--- src/hw/rtl/gor_pkg.sv ---
// Shared types, widths and codes for the 1D overlap recurrence unit.
package gor_pkg;

  // Fixed item field widths
  localparam int unsigned AM_W   = 3;
  localparam int unsigned VAL_W  = 48;
  localparam int unsigned G_W    = 47;

  // Multiplier operand, half-word and full product widths
  localparam int unsigned OP_W   = 52;
  localparam int unsigned HALF_W = 26;
  localparam int unsigned PROD_W = 104;

  // Cell accumulator: three 48-bit terms added exactly
  localparam int unsigned SUM_W  = 50;

  typedef logic signed [VAL_W-1:0] val_t;

  localparam val_t VAL_MAX = {1'b0, {(VAL_W-1){1'b1}}};
  localparam val_t VAL_MIN = {1'b1, {(VAL_W-1){1'b0}}};

  // Which product term of the current cell is being formed
  typedef enum logic [1:0] {
    TERM_OFFSET = 2'd0,
    TERM_SECOND = 2'd1,
    TERM_CROSS  = 2'd2
  } term_sel_t;

  // Controller to datapath commands
  typedef struct packed {
    logic      load_item;
    logic      init_wr;
    logic      step_cell;
    logic      rd_en;
    logic      mul_start;
    logic      acc_add;
    logic      write_cell;
    logic      load_out;
    term_sel_t term;
  } cmd_t;

  // Datapath to controller status
  typedef struct packed {
    logic a_zero;
    logic a_gt1;
    logic b_zero;
    logic b_gt1;
    logic last_cell;
    logic range_err;
    logic mul_done;
  } status_t;

endpackage

--- src/hw/rtl/gor_ctrl.sv ---
// Controller: walks the table cells and the product terms of each cell.
module gor_ctrl (
  input  logic              clk,
  input  logic              rst_n,
  input  logic              in_valid,
  output logic              in_ready,
  output logic              out_valid,
  input  logic              out_ready,
  output gor_pkg::cmd_t     cmd,
  input  gor_pkg::status_t  status
);

  typedef enum logic [2:0] {
    S_IDLE,
    S_INIT,
    S_NEXT,
    S_READ,
    S_MUL,
    S_WAIT,
    S_WRITE,
    S_FINISH
  } state_t;

  state_t              state_r;
  gor_pkg::term_sel_t  term_r;
  logic                out_valid_r;

  logic                need_second;
  logic                need_cross;
  logic                out_free;

  assign need_second = status.a_zero ? status.b_gt1 : status.a_gt1;
  assign need_cross  = !status.a_zero && !status.b_zero;
  assign out_free    = !out_valid_r || out_ready;

  // Decode commands from the state
  always_comb begin
    cmd      = '0;
    cmd.term = term_r;
    unique case (state_r)
      S_IDLE:   cmd.load_item  = in_valid;
      S_INIT:   cmd.init_wr    = !status.range_err;
      S_NEXT:   cmd.step_cell  = !status.last_cell;
      S_READ:   cmd.rd_en      = 1'b1;
      S_MUL:    cmd.mul_start  = 1'b1;
      S_WAIT:   cmd.acc_add    = status.mul_done;
      S_WRITE:  cmd.write_cell = 1'b1;
      S_FINISH: cmd.load_out   = out_free;
      default:  cmd.term       = term_r;
    endcase
  end

  // State, term select and output valid
  always_ff @(posedge clk) begin
    if (!rst_n) begin
      state_r     <= S_IDLE;
      term_r      <= gor_pkg::TERM_OFFSET;
      out_valid_r <= 1'b0;
    end else begin
      // Raise valid on a finished item, drop it once the item is taken
      if ((state_r == S_FINISH) && out_free) begin
        out_valid_r <= 1'b1;
      end else if (out_valid_r && out_ready) begin
        out_valid_r <= 1'b0;
      end
      unique case (state_r)
        S_IDLE: begin
          if (in_valid) begin
            state_r <= S_INIT;
          end
        end
        S_INIT: begin
          state_r <= status.range_err ? S_FINISH : S_NEXT;
        end
        S_NEXT: begin
          if (status.last_cell) begin
            state_r <= S_FINISH;
          end else begin
            term_r  <= gor_pkg::TERM_OFFSET;
            state_r <= S_READ;
          end
        end
        S_READ: begin
          state_r <= S_MUL;
        end
        S_MUL: begin
          state_r <= S_WAIT;
        end
        S_WAIT: begin
          if (status.mul_done) begin
            case (term_r)
              gor_pkg::TERM_OFFSET: begin
                if (need_second) begin
                  term_r  <= gor_pkg::TERM_SECOND;
                  state_r <= S_READ;
                end else if (need_cross) begin
                  term_r  <= gor_pkg::TERM_CROSS;
                  state_r <= S_READ;
                end else begin
                  state_r <= S_WRITE;
                end
              end
              gor_pkg::TERM_SECOND: begin
                if (need_cross) begin
                  term_r  <= gor_pkg::TERM_CROSS;
                  state_r <= S_READ;
                end else begin
                  state_r <= S_WRITE;
                end
              end
              default: begin
                state_r <= S_WRITE;
              end
            endcase
          end
        end
        S_WRITE: begin
          state_r <= S_NEXT;
        end
        S_FINISH: begin
          if (out_free) begin
            state_r <= S_IDLE;
          end
        end
        default: begin
          state_r <= S_IDLE;
        end
      endcase
    end
  end

  assign in_ready  = (state_r == S_IDLE);
  assign out_valid = out_valid_r;

endmodule

--- config.mk ---
export PLATFORM = sky130hd
export DESIGN_NAME = gor_ctrl
export DESIGN_NICKNAME = d
export VERILOG_FILES = /design/src/hw/rtl/gor_pkg.sv /design/src/hw/rtl/gor_ctrl.sv
export SDC_FILE = /design/constraint.sdc
export NUM_CORES = 1
export LEC_CHECK = 0
export BUFFER_PORTS_ARGS = -buffer_cell sky130_fd_sc_hd__buf_2
export CAP_MARGIN = 0
export CORE_AREA = 2 2 39 41
export CTS_CLUSTER_DIAMETER = 40
export DETAILED_ROUTE_END_ITERATION = 6
export DIE_AREA = 0 0 41 43
export GPL_TIMING_DRIVEN = 0
export PLACE_DENSITY = 0.67
export SYNTH_ARGS = -nofsm -noshare
export SYNTH_HDL_FRONTEND = slang
export SYNTH_SLANG_ARGS = --single-unit
--- constraint.sdc ---
create_clock -name clk -period 1.9 [get_ports clk]
set_input_delay 0.19 -clock clk [delete_from_list [all_inputs] [get_ports clk]]
set_output_delay 0.19 -clock clk [all_outputs]
set_load 0.02 [all_outputs]
Yosys cells after proc, flatten, opt, wreduce, memory -nomap -nowiden --
Cells that the tools add are included.
Cells by class: shift operators 0, multipliers 0, div/mod/pow operators 0, equality and inequality tests 13, add/subtract/negate cells 0, reductions and logical operators 15, bitwise logic cells 0, multiplexer cells 26, $lt $le $gt $ge 0
Operators by type and width (count):
- $pmux 3 s8 | 1
- $mux 3 | 7
- $eq 3x3->1 const B | 4
- $mux 1 | 11
- $mux 2 | 4
- $ne 2x2->1 const B | 4
- $pmux 2 s2 | 2
- $eq 3x2->1 const B | 2
- $pmux 3 s2 | 1
- $logic_not 1->1 | 5
- $reduce_and 4->1 | 1
- $reduce_bool 2->1 | 2
- $eq 3x1->1 const B | 1
- $logic_and 1x1->1 | 3
- $logic_not 3->1 | 1
- $ne 3x2->1 const B | 1
- $reduce_and 3->1 | 1
- $eq 2x1->1 const B | 1
- $logic_not 2->1 | 1
- $logic_or 1x1->1 | 1
Storage, ports and cells: memory bits (read-only) 0, word-level logic and storage cells 57, flip-flop bits (word level) 6, output and inout port bits 12, memories 0, bits of input ports 11, memory bits (writable) 0, bits in latches 0

Logic depth before layout (Yosys ltp) --
Gate-level depths: netlist of run 1.
depth in word-level cells 7, gate-level depth with buffers 6, mapped depth without buffers 6

Worst setup path after synthesis of run 1 --
OpenSTA, ideal clock, no wires.
path kind register -> register, start register state_r[0], end register term_r[1], cell stages (with the launch flop) 6, setup slack 0.335 ns, data arrival time 1.446 ns, data required time 1.781 ns, period minus slack after synthesis 1.565 ns, path buffers 0, library setup time 0.119 ns, cell sequence dfxtp_1 inv_1 ha_1 nor3b_2 o22ai_2 o221a_1
On the way: cells in the longest elaborated chain, start to end 3, elaborated cells on any way between the ends 8, those cells by class 5 x eq/ne; 1 x mux; 2 x reduce/logical
Ends and longest elaborated chain:
- from (decl) | line gor_ctrl.sv:24 | state_t state_r;
- from (signal assigned) | line gor_ctrl.sv:73 | state_r <= status.range_err ? S_FINISH : S_NEXT;
- $eq 3x3->1 / $eq 3x2->1 (equally long branches) | line gor_ctrl.sv:66 | unique case (state_r)
- $ne 3x2->1 (no source line), or another cell as far along
- $reduce_and 4->1 (no source line)
- to (signal assigned) | line gor_ctrl.sv:57 | term_r <= gor_pkg::TERM_OFFSET;
- to (signal assigned) | line gor_ctrl.sv:79 | term_r <= gor_pkg::TERM_OFFSET;
- to (signal assigned) | line gor_ctrl.sv:94 | term_r <= gor_pkg::TERM_SECOND;
- to (decl) | line gor_ctrl.sv:25 | gor_pkg::term_sel_t term_r;
Several ways; a longest one is shown, not always the timed one. A chain may end at the register's enable or synchronous reset.

==> results list, run 1 <==
- The run finished with clean final reports.
- Portion of the clock cycle consumed by the worst path in the final layout: 81.3%
- The pre-antenna-repair detailed-routing pass consisted of 4 iterations.
* # IOs: 23
- Post-route cell area: 666 sq um
- The core region is 1380 sq um.
- List of most frequent post-synthesis cells: sky130_fd_sc_hd__dfxtp_1, sky130_fd_sc_hd__nand2_1, sky130_fd_sc_hd__nor2_1
- In this run, synthesis inferred 0 flip-flops with an integrated enable.
- The initial utilization of the core area, before any placement, comes to 37.1%.
- # fillers: 148
- Cell leakage power: 0.329 nW
- Final layout net count: 104
- Summing the sequential cell areas from Yosys gives 23.4% of the chip area.
- For this run, the top clock speed supported by timing is 647 MHz.
* Routed Wire Length: 1100 um
- The worst path in the final design needs a cycle of 1.55 ns, including I/O delays and setup.
- Worst-path maximum fanout: 5
* Critical path data required time: 1.71 ns
* Total Die Area: 1760 sq um
- Synth cell types: 34
- The HPWL after detailed placement is 908 um.
* Deepest level of the CTS H-tree: 1
- By startpoint and endpoint, the worst setup path is classified as register to output pin.
- The hold violation total from the final report came to 0.
* Share of cells above drive strength 1: 41.4%
- The count of cells in the finished layout, fillers not included, comes to 103.
* Hold bufs inserted after CTS: 0
- Source of the worst hold timing path: rst_n
- Net count after synthesis: 77
* Post-synthesis instance total: 62
- Yosys printed 0 warnings.
* Synth top area cells: sky130_fd_sc_hd__dfxtp_1, sky130_fd_sc_hd__ha_1, sky130_fd_sc_hd__nand2_1
* Mean instance size in the synthesized netlist: 8.27 sq um
- Worst reg2reg path startpoint: state_r[1]$_SDFFE_PN0P_
- Data on the critical path arrives at its endpoint at 1.36 ns.
- Setup repair bufs after CTS: 0
* PwrDens: 1260 nW/um^2
- The most critical setup path has its startpoint at state_r[0]$_SDFFE_PN0P_.
- The initial antenna violation count came to 0.
* Maximum number of pins on one net before global-route repair: 11
- Across all register-to-register paths, the minimum setup slack is 0.39 ns.
* Sink count of the clock tree: 6
* Final setup violation count: 0
- CTS tree: done
* Overall Global Routing Usage: 15.3%
- Port-buffer cells: 22
* Most frequently used flop master after synthesis: sky130_fd_sc_hd__dfxtp_1
- In this run, the number of DRC markers left after iteration 0 of detailed routing was 14.
- For the pin with the worst max-slew slack, the measured transition is 0.215 ns.
- Wire length of the first global-routing pass: 1900 um
* Maximum root-to-sink buffer count: 2
- In this run the cell area of the synthesized design comes to 513 sq um.
- Of the post-synthesis cell area, the dominant cell type holds 23.4%.
* Die extent in y: 43 um
* Final setup TNS: 0 ns
* Clock transition at the registers of the reported paths: 0.04 ns
- Clock Tree Root: sky130_fd_sc_hd__clkbuf_4
- Max-slew violation count: 0
- Min-Delay Path Class: primary input to register
- Vias in the first global route: 480
- Placed cell count: 100
- Worst-skew pair later-pin latency: 0.24 ns
- CTS buffer count: 3
- In this run, post-CTS repair resized a total of 0 instances.
- Ant. Diodes: 0
* Post-place instance area: 643 sq um
- Count of antenna-violating nets left after detailed routing: 0
- Routed WL per cell: 10.7 um
- CP startpoint kind: register
- Across the run, the number of max-cap violations was 0.
- In this run the tightest slew margin relative to its limit is 85.2%.
- Setup repair after global routing missed its margin: no
* Via count: 521
* Max IR drop VDD: 519 uV
- STA classifies the critical path endpoint as an output pin.
- Std-Cell Rows: 14
- Largest clock skew in the final design: 0.00143 ns
- For this run, design rule violations remaining after detail routing come to 0.
* Vias per cell: 5.06
- Summed over all layers, the global routing overflow is 0.
* FFs w/ async S/R, synth: 0%
* Library cell with the largest summed area after synthesis: sky130_fd_sc_hd__dfxtp_1
- Layout-stage area growth over the synthesis result: 29.8%
- Horizontal extent of the die: 41 um
- Final weighted congestion in routability-driven placement: 0.767
- The synthesized design contains 6 register bits.
==> routing by layer <==
| layer | routed length [um] | global-route usage (%) |
|---|---|---|
| met1 | 496 | 21.2 |
| met2 | 498 | 22.2 |
| met3 | 102 | 3.14 |
| met4 | 6 | 6.00 |
| met5 | 0 | 0 |
==> cell usage in the layout (no fill, tap or decap) <==
| cell | synthesis | final |
|---|---|---|
| sky130_fd_sc_hd__and2b_2 | 1 | 1 |
| sky130_fd_sc_hd__and3_2 | 1 | 1 |
| sky130_fd_sc_hd__nand3b_1 | 1 | 1 |
| sky130_fd_sc_hd__nand2_1 | 6 | 6 |
| sky130_fd_sc_hd__o221a_2 | 1 | 1 |
| sky130_fd_sc_hd__nor3_1 | 2 | 2 |
| sky130_fd_sc_hd__nor3_2 | 1 | 1 |
| sky130_fd_sc_hd__nand3_1 | 1 | 1 |
| sky130_fd_sc_hd__a211oi_1 | 1 | 1 |
| sky130_fd_sc_hd__nand2b_1 | 2 | 2 |
| sky130_fd_sc_hd__inv_1 | 4 | 4 |
| sky130_fd_sc_hd__a21oi_1 | 2 | 2 |
| sky130_fd_sc_hd__mux2i_1 | 2 | 2 |
| sky130_fd_sc_hd__nor3b_1 | 1 | 1 |
| sky130_fd_sc_hd__clkbuf_4 | 0 | 3 |
| sky130_fd_sc_hd__o21ai_0 | 1 | 1 |
| sky130_fd_sc_hd__dfxtp_1 | 6 | 6 |
| sky130_fd_sc_hd__and2_1 | 1 | 1 |
| sky130_fd_sc_hd__a21boi_1 | 1 | 1 |
| sky130_fd_sc_hd__a21boi_0 | 1 | 1 |
| sky130_fd_sc_hd__nor2_1 | 6 | 6 |
| sky130_fd_sc_hd__and2_2 | 2 | 2 |
| sky130_fd_sc_hd__ha_1 | 4 | 4 |
| sky130_fd_sc_hd__buf_6 | 1 | 1 |
| sky130_fd_sc_hd__a21oi_2 | 1 | 1 |
| sky130_fd_sc_hd__nor3b_2 | 1 | 1 |
| sky130_fd_sc_hd__a41oi_1 | 1 | 1 |
| sky130_fd_sc_hd__a31oi_1 | 1 | 1 |
| sky130_fd_sc_hd__o221a_1 | 1 | 1 |
| sky130_fd_sc_hd__o22ai_2 | 1 | 1 |
| sky130_fd_sc_hd__o22a_1 | 1 | 1 |
| sky130_fd_sc_hd__buf_2 | 0 | 22 |
| sky130_fd_sc_hd__nor2b_1 | 2 | 2 |
| sky130_fd_sc_hd__and3b_4 | 1 | 1 |
| sky130_fd_sc_hd__or3b_1 | 1 | 1 |
| sky130_fd_sc_hd__o21ai_1 | 2 | 2 |
==> layout make-up <==
type,instances,area [sq um],area share (%)
tap,16,20.0,3.01
buffer,1,11.3,1.69
timing repair buffer,22,110,16.5
multi-input combinational,51,367,55.1
inverter,4,15.0,2.26
sequential,6,120,18.0
clock buffer,3,22.5,3.38
==> metrics by stage <==
| step | worst slack, ns | utilization (%) | hold slack, ns | power (mW) |
|---|---|---|---|---|
| floorplan | 0.335 | - | 0.318 | 0.599 |
| global placement | 0.409 | 46.5 | 0.501 | 0.729 |
| detailed placement | 0.396 | 46.5 | 0.489 | 0.732 |
| CTS | 0.327 | 48.1 | 0.231 | 0.850 |
| global route | 0.208 | 48.1 | 0.261 | 0.936 |
| finish | 0.355 | 48.1 | 0.239 | 0.838 |
==> logic make-up (layout without fill, tap and decap cells) <==
kind of cell,count (synthesis),count (layout),share of synthesized area [%]
and+or+nand+nor,30,30,35.4
AOI/OAI and AO/OA,15,15,22.4
DFF,6,6,23.4
buffers and inverters,5,30,5.12
adders and majority gates,4,4,9.76
muxes,2,2,3.90
==> sequential cells by signal, indices dropped and copies added (netlist names) <==
signal / flops
state_r: 3
term_r: 2
out_valid: 1
==> power breakdown <==
part	total [mW]	leakage [nW]	internal [mW]	switching, mW
clock	0.111	0.0138	0.0710	0.0398
sequential	0.197	0.0490	0.160	0.0362
combinational	0.531	0.266	0.229	0.302
total	0.838	0.329	0.460	0.378
==> worst max-delay path, cell delays in order (launching register included) <==
cell                      delay [ns]
sky130_fd_sc_hd__dfxtp_1        0.33
sky130_fd_sc_hd__inv_1          0.08
sky130_fd_sc_hd__ha_1           0.23
sky130_fd_sc_hd__nor3b_2        0.27
sky130_fd_sc_hd__buf_2          0.21
==> final timing paths <==
check / endpoint / depth (start not counted)
max: cmd[7] / 4
max reg2reg: state_r[1]$_SDFFE_PN0P_ / 6
min reg2reg: term_r[0]$_SDFFE_PN0P_ / 2
min: state_r[2]$_SDFFE_PN0P_ / 3
No activity file was read; power rests on OpenSTA's default activity.
==> run 2, diff against run 1 <==
--- a/config.mk
+++ b/config.mk
@@ -5,14 +5,14 @@
 export SDC_FILE = /design/constraint.sdc
 export NUM_CORES = 1
 export LEC_CHECK = 0
+export ABC_AREA = 1
 export BUFFER_PORTS_ARGS = -buffer_cell sky130_fd_sc_hd__buf_2
 export CAP_MARGIN = 0
-export CORE_AREA = 2 2 39 41
+export CORE_UTILIZATION = 40
 export CTS_CLUSTER_DIAMETER = 40
 export DETAILED_ROUTE_END_ITERATION = 6
-export DIE_AREA = 0 0 41 43
 export GPL_TIMING_DRIVEN = 0
-export PLACE_DENSITY = 0.67
+export PLACE_DENSITY = 0.72
 export SYNTH_ARGS = -nofsm -noshare
 export SYNTH_HDL_FRONTEND = slang
 export SYNTH_SLANG_ARGS = --single-unit
==> constraint.sdc (replaced) <==
create_clock -name clk -period 1.4 [get_ports clk]
set_input_delay 0.14 -clock clk [delete_from_list [all_inputs] [get_ports clk]]
set_output_delay 0.14 -clock clk [all_outputs]
set_load 0.02 [all_outputs]
==> results list, run 2 <==
* Final layout net count: 128
- Share of Yosys cell area claimed by the top area cell type: 22.6%
* Std-Cell Rows: 12
- Max IR drop VDD: 1090 uV
- Library cell with the largest summed area after synthesis: sky130_fd_sc_hd__dfxtp_1
- For this run, the total global-route usage over all layers was measured as 18.4%.
- Die extent in y: 38.4 um
- Most used cells in the layout excluding fill and tap cells: sky130_fd_sc_hd__buf_2, sky130_fd_sc_hd__nand2_1, sky130_fd_sc_hd__inv_1, sky130_fd_sc_hd__nor2_1, sky130_fd_sc_hd__a21oi_1
- Port-buffer cells: 22
* Sum of buffers and inverters on the critical path: 2
- For this run, the slowest stage of the critical path takes 0.38 ns.
- Worst-path cell with the longest stage delay: sky130_fd_sc_hd__dfxtp_2
* Yosys synthesis warning count: 0
- The worst hold path belongs to the class primary input to register.
- The library cell used most frequently in the layout, excluding fill and tap cells, is sky130_fd_sc_hd__buf_2.
* # IOs: 23
- TritonCTS created 3 clock buffers.
* Count of antenna-violating nets left after detailed routing: 0
- Placed cell count: 122
* Clock Tree Root: sky130_fd_sc_hd__clkbuf_4
* Largest clock skew in the final design: 0.00127 ns
- Post-synthesis instance area: 531 sq um
- Portion of the clock cycle consumed by the worst path in the final layout: 99.7%
- After synthesis the netlist holds a flip-flop and latch count of 6.
- The wire-length estimate of the detail-placed layout is 959 um.
- Final core utilization: 63.0%
- Worst Tran Pin Value: 0.281 ns
- The worst setup path is of the register to register kind.
- Max reg flops: 3
* Horizontal extent of the die: 38.4 um
* Largest delay share family, worst path: simple AND/OR/NAND/NOR gates
- Of all flip-flops after synthesis, the portion carrying an async set or reset was 0%.
- List of most frequent post-synthesis cells: sky130_fd_sc_hd__nand2_1, sky130_fd_sc_hd__inv_1, sky130_fd_sc_hd__nor2_1
* Maximum number of pins on one net before global-route repair: 9
- Yosys mapped a number of flops with a built-in enable equal to 0.
* Initial cell density of the core: 45.3%
- 0 antenna diodes ended up in the layout.
- Most repeated cell in the gate-level netlist after synthesis: sky130_fd_sc_hd__nand2_1
* Critical Path Sink Type: register
- Vias per cell: 4.96
- Starting DRC count in detailed routing: 18
- Number of antenna violations at the first check in global routing: 0
- Timing would allow up to 717 MHz.
* PwrDens: 1710 nW/um^2
* Core box area: 1170 sq um
- For the worst setup path, the data required time is 1.53 ns.
* Synth top area cells: sky130_fd_sc_hd__dfxtp_1, sky130_fd_sc_hd__nand2_1, sky130_fd_sc_hd__inv_1
- Minimum clock period: 1.40 ns
- The clock reaches the later pin of the worst-skew pair after 0.24 ns.
- Share of cells above drive strength 1: 40.5%
* Sink count of the clock tree: 6
* Iteration count of the initial detailed-routing pass: 4
- Setup repair after global routing missed its margin: yes
* Remaining max-slew budget at the tightest pin: 81.1%
- Routed WL per cell: 9.91 um
- Max-slew violation count: 0
- Clock transition at the registers of the reported paths: 0.04 ns
- Net count after synthesis: 101
- Setup repair bufs after CTS: 0
- The first global-routing pass estimated 1840 um of wire.
- DRC errors left: 0
- The area growth from synthesis to layout is 39.2%.
* Total gr overflow: 0
* Vias in the first global route: 500
- The flow ran to the end, and the final reports show no timing, DRC or antenna violations.
- At the worst endpoint, the arrival time is 1.53 ns.
* Largest register by flop count: state_r
- Cell leakage power: 0.427 nW
* Final Non-Filler Cells: 125
* Critical Path, Cell by Cell: inv_4 > ha_4 > nand2_4 > nor2_2 > nor3_1 > nand4_1 > nand2_1 > inv_1
- Of all nets on the critical path, the largest fanout is 4.
- TritonCTS built the clock tree.
* Total Die Area: 1480 sq um
- Among all flip-flop cells after synthesis, the most frequent one is sky130_fd_sc_hd__dfxtp_1.
* Mean instance size in the synthesized netlist: 6.17 sq um
- Sequential cells were found to cover 22.6% of the synthesized design area.
- Summed over all layers, the routed wires come to 1240 um.
- STA classifies the critical path startpoint as a register.
- Deepest level of the CTS H-tree: 1
* Maximum root-to-sink buffer count: 2
* Number of max-cap violations: 0
- Via count: 620
* Final setup violation count: 0
- The hold violation total from the final report came to 0.
* Post-synthesis instance total: 86
- Final weighted congestion in routability-driven placement: 0.784
* Synth cell types: 19
[run 2: cell count changes after synthesis, sizes merged, moves of 2 or more]
cell    before  now
o221a        2    0
nor2b        2    0
inv          4   16
nand3        1    6
nand2b       2    0
nor3b        2    0
nand2        6   21
and2         3    0
nor2         6   13
mux2i        2    0
a21oi        3    8
a21boi       2    0
[run 2: path summary, 6_finish.rpt]
| kind | startpoint | depth (start not counted) | slack [ns] | endpoint |
|---|---|---|---|---|
| worst min register to register | term_r[0]$_SDFFE_PN0P_ | 2 | 0.48 | term_r[0]$_SDFFE_PN0P_ |
| worst min-delay path | rst_n | 3 | 0.15 | term_r[1]$_SDFFE_PN0P_ |
| worst max register to register | state_r[1]$_SDFFE_PN0P_ | 8 | 0.005 | state_r[0]$_SDFFE_PN0P_ |
| worst max-delay path | state_r[1]$_SDFFE_PN0P_ | 8 | 0.005 | state_r[0]$_SDFFE_PN0P_ |
[run 2: worst register-to-register path: stages (launching register included)]
cell and delay, ns:
sky130_fd_sc_hd__dfxtp_2 0.38, sky130_fd_sc_hd__inv_4 0.06, sky130_fd_sc_hd__ha_4 0.17, sky130_fd_sc_hd__nand2_4 0.09
sky130_fd_sc_hd__nor2_2 0.05, sky130_fd_sc_hd__nor3_1 0.28, sky130_fd_sc_hd__nand4_1 0.13, sky130_fd_sc_hd__nand2_1 0.09
sky130_fd_sc_hd__inv_1 0.03
[run 2: cell families after synthesis]
family                   share of synthesized area (%)
adder cells (fa/ha/maj)                           9.43
AND/OR/NAND/NOR                                   38.7
flip-flops                                        22.6
buffers and inverters                             14.4
AO/OA/AOI/OAI                                     14.9
[run 2: cell type report]
cell class / instances / area, sq um
fillers: 117 / 433
clock buffers: 3 / 22.5
inverters: 17 / 70.1
flip-flops and latches: 6 / 123
multi-input cells: 62 / 382
well taps: 14 / 17.5
repair buffers: 22 / 113
plain buffers: 1 / 11.3
[run 2: what timing repair did]
action	4_1_cts	5_1_grt
pin swaps	0	2
gates resized for setup	2	14
hold buffers	0	0
endpoints found under the setup margin	4	11
[run 2: where the power goes]
part | internal [mW] | total [mW] | leakage (nW) | switching, mW
Clock | 0.0964 | 0.150 | 0.0138 | 0.0539
Sequential | 0.220 | 0.276 | 0.0496 | 0.0554
Combinational | 0.326 | 0.833 | 0.364 | 0.507
[run 2: per-layer routing]
| layer | part of all wire (%) | vias to the layer above | global-route usage, % | routed length, um |
|---|---|---|---|---|
| li1 | - | 322 | - | - |
| met1 | 42 | 268 | 19.1 | 519 |
| met2 | 50 | 30 | 33.9 | 621 |
| met3 | 7.9 | 0 | 10.5 | 98 |
| met4 | 0 | 0 | 0 | 0 |
| met5 | 0 | - | 0 | 0 |
[run 2: per-stage QoR]
stage	TNS, ns	hold WS (ns)	setup WS [ns]	cell area (sq um)	power [mW]
6_report	0	0.150	0.00451	738	1.26
5_1_grt	-0.0756	0.154	-0.0499	738	1.38
4_1_cts	-0.0107	0.138	-0.00820	686	1.14
3_5_place_dp	-0.0155	0.397	-0.0155	658	0.971
3_3_place_gp	0	0.394	0.00223	658	0.960
2_1_floorplan	0	0.260	0.0954	531	0.797
==> run 3, diff against run 2 <==
--- a/config.mk
+++ b/config.mk
@@ -8,6 +8,7 @@
 export ABC_AREA = 1
 export BUFFER_PORTS_ARGS = -buffer_cell sky130_fd_sc_hd__buf_2
 export CAP_MARGIN = 0
+export CORE_MARGIN = 4
 export CORE_UTILIZATION = 40
 export CTS_CLUSTER_DIAMETER = 40
 export DETAILED_ROUTE_END_ITERATION = 6
@@ -16,3 +17,4 @@
 export SYNTH_ARGS = -nofsm -noshare
 export SYNTH_HDL_FRONTEND = slang
 export SYNTH_SLANG_ARGS = --single-unit
+export TNS_END_PERCENT = 50
==> results list, run 3 (same netlist as run 2, synthesis figures left out) <==
- Hold timing on the final database bottoms out at a slack of 0.149 ns.
- Deepest level of the CTS H-tree: 1
- Critical Path Sink Type: output pin
* Maximum root-to-sink buffer count: 2
- In the routed design, unresolved DRC markers number 0.
- For this design the total switching power over the nets is 0.617 mW.
- The clock net in this run drives a total of 6 sinks.
- Final weighted congestion in routability-driven placement: 0.780
* Max-slew violation count: 0
- Min-Delay Path Class: primary input to register
* Ant. Diodes: 0
- Final setup violation count: 0
- Worst-path maximum fanout: 3
* Worst setup path startpoint: state_r[1]$_SDFFE_PN0P_
- Layout-stage area growth over the synthesis result: 43.9%
- Top achievable clock speed: 727 MHz
- Worst reg2reg path startpoint: state_r[0]$_SDFFE_PN0P_
* Number of max-cap violations: 0
- In the detailed route, the total length drawn on met3 is 121 um.
- The worst setup path is launched from a register.
- Largest delay share family, worst path: flip-flops
- Critical Path, Cell by Cell: ha_2 > nand2_2 > a21oi_2 > buf_4
* Worst-skew pair later-pin latency: 0.24 ns
- STA puts the critical path data arrival time at 1.23 ns.
* Overall Global Routing Usage: 14.2%
* Std-Cell Rows: 12
* Highest metal layer with signal wires: met4
* Half-perimeter wire length after detailed placement: 1000 um
- In this run the power density over the cells is 1680 nW/um^2.
- In the final routing, the length of wire on met1 measures 533 um.
- Most used cells in the layout excluding fill and tap cells: sky130_fd_sc_hd__buf_2, sky130_fd_sc_hd__nand2_1, sky130_fd_sc_hd__inv_1, sky130_fd_sc_hd__nor2_1, sky130_fd_sc_hd__a21oi_1
- Of the total power, the share spent switching nets is 48.1%.
- The clock period could shrink to 1.37 ns.
- Routed Wire Length: 1300 um
- After detailed routing, the number of vias per cell comes to 4.97.
* Critical path data required time: 1.26 ns
- The worst pin sits at a relative slew slack of 84.4%.
* Worst-path cell with the longest stage delay: sky130_fd_sc_hd__dfxtp_2
- The die is 44.4 um tall.
* # IOs: 23
- Total gr overflow: 0
- Detailed routing placed a total of 627 um of wire on met2.
* Number of antenna violations at the first check in global routing: 0
- Max incr delay on CP: 0.36 ns
- The worst hold path begins at rst_n.
- Clock share of power: 12.0%
- Wire length of the first global-routing pass: 2070 um
- The number of global-route vias before repair was 543.
* Status: finished clean
- The first TritonRoute pass finished after 4 iterations.
- Via count: 621
- Setup repair after global routing missed its margin: yes
- Sum of buffers and inverters on the critical path: 1
- The total area inside the core boundary comes to 1170 sq um.
* Int Pwr: 0.665 mW
- Total Die Area: 1970 sq um
- TritonCTS built the clock tree.
* Count of antenna-violating nets left after detailed routing: 0
- The hold violation total from the final report was 0.
- Registers are responsible for 21.1% of the overall power.
- Final layout net count: 128
- Largest clock skew in the final design: 0.00244 ns
- Initial cell density of the core: 45.3%
- The worst-case IR drop observed on VDD is 1100 uV.
- Largest register by flop count: state_r
* Maximum number of pins on one net before global-route repair: 9
- In this run, the number of DRC markers left after iteration 0 of detailed routing was 10.
* Cell leakage power: 0.428 nW
- The library cell used most frequently in the layout, excluding fill and tap cells, is sky130_fd_sc_hd__buf_2.
- Portion of the clock cycle consumed by the worst path in the final layout: 98.2%
- Buffers placed on the I/O ports in this run total 22.
- Share of cells above drive strength 1: 45.0%
- Max reg flops: 3
- The share of total power dissipated in combinational logic is 66.9%.
* Clock Tree Root: sky130_fd_sc_hd__clkbuf_4
- After clock tree synthesis, the flow added hold-fix buffers numbering 0.
* Classification of the worst setup path: register to output pin
* Horizontal extent of the die: 44.4 um
- Routed WL per cell: 10.4 um
* CTS buffer count: 3
* Clock transition at the registers of the reported paths: 0.04 ns
- For the pin with the worst max-slew slack, the measured transition is 0.231 ns.
- Total power for the finished layout comes to 1.28 mW.
## run 3: stage by stage
step                      instances  area, sq um  setup slack (ns)  TNS [ns]  util, %
final                           125          763            0.0251         0     65.2
after global routing            125          763           -0.0207   -0.0437     65.2
after CTS                       125          691          -0.00621   -0.0114     59.0
after detailed placement        122          658           0.00188         0     56.2
after global placement          122          658           0.00148         0     56.2
after floorplan                  86          531            0.0954         0        -
## run 3: final timing paths
kind,to,slack [ns],depth (start not counted)
min reg2reg,term_r[0]$_SDFFE_PN0P_,0.49,2
max,cmd[2],0.03,4
min,term_r[1]$_SDFFE_PN0P_,0.15,3
max reg2reg,state_r[0]$_SDFFE_PN0P_,0.09,9
## run 3: worst reg2reg max path: stages (launching register included)
cell                      delay (ns)
sky130_fd_sc_hd__dfxtp_4        0.35
sky130_fd_sc_hd__inv_2          0.10
sky130_fd_sc_hd__ha_2           0.21
sky130_fd_sc_hd__inv_2          0.06
sky130_fd_sc_hd__nor3_4         0.14
sky130_fd_sc_hd__nor2_1         0.06
sky130_fd_sc_hd__nand2_1        0.11
sky130_fd_sc_hd__a21oi_1        0.07
sky130_fd_sc_hd__nand2_1        0.07
sky130_fd_sc_hd__inv_1          0.04
## run 3: cell type report
class	count	area, sq um
Fill cell	115	408
Multi-Input combinational cell	62	399
Sequential cell	6	125
Timing Repair Buffer	22	123
Inverter	17	65.1
Clock buffer	3	22.5
Tap cell	14	17.5
Buffer	1	11.3
## run 3: routing by layer
| layer | GRT usage [%] | up-vias |
|---|---|---|
| met2 | 24.4 | 25 |
| met3 | 7.32 | 2 |
| met5 | 0 | - |
| met1 | 15.3 | 271 |
| met4 | 3.61 | 0 |
| li1 | - | 323 |
## run 3: power by group through the flow
stage / registers [mW] / clock network [mW] / logic, mW
2_1_floorplan: 0.246 / 0 / 0.550
3_3_place_gp: 0.245 / 0 / 0.717
3_5_place_dp: 0.246 / 0 / 0.724
4_1_cts: 0.245 / 0.162 / 0.738
5_1_grt: 0.279 / 0.177 / 0.954
6_report: 0.271 / 0.154 / 0.857
## run 3: timing repair
item	CTS	global route
gates resized for setup	4	21
pin swaps	0	1
setup endpoints to repair	5	12
buffers inserted	0	0
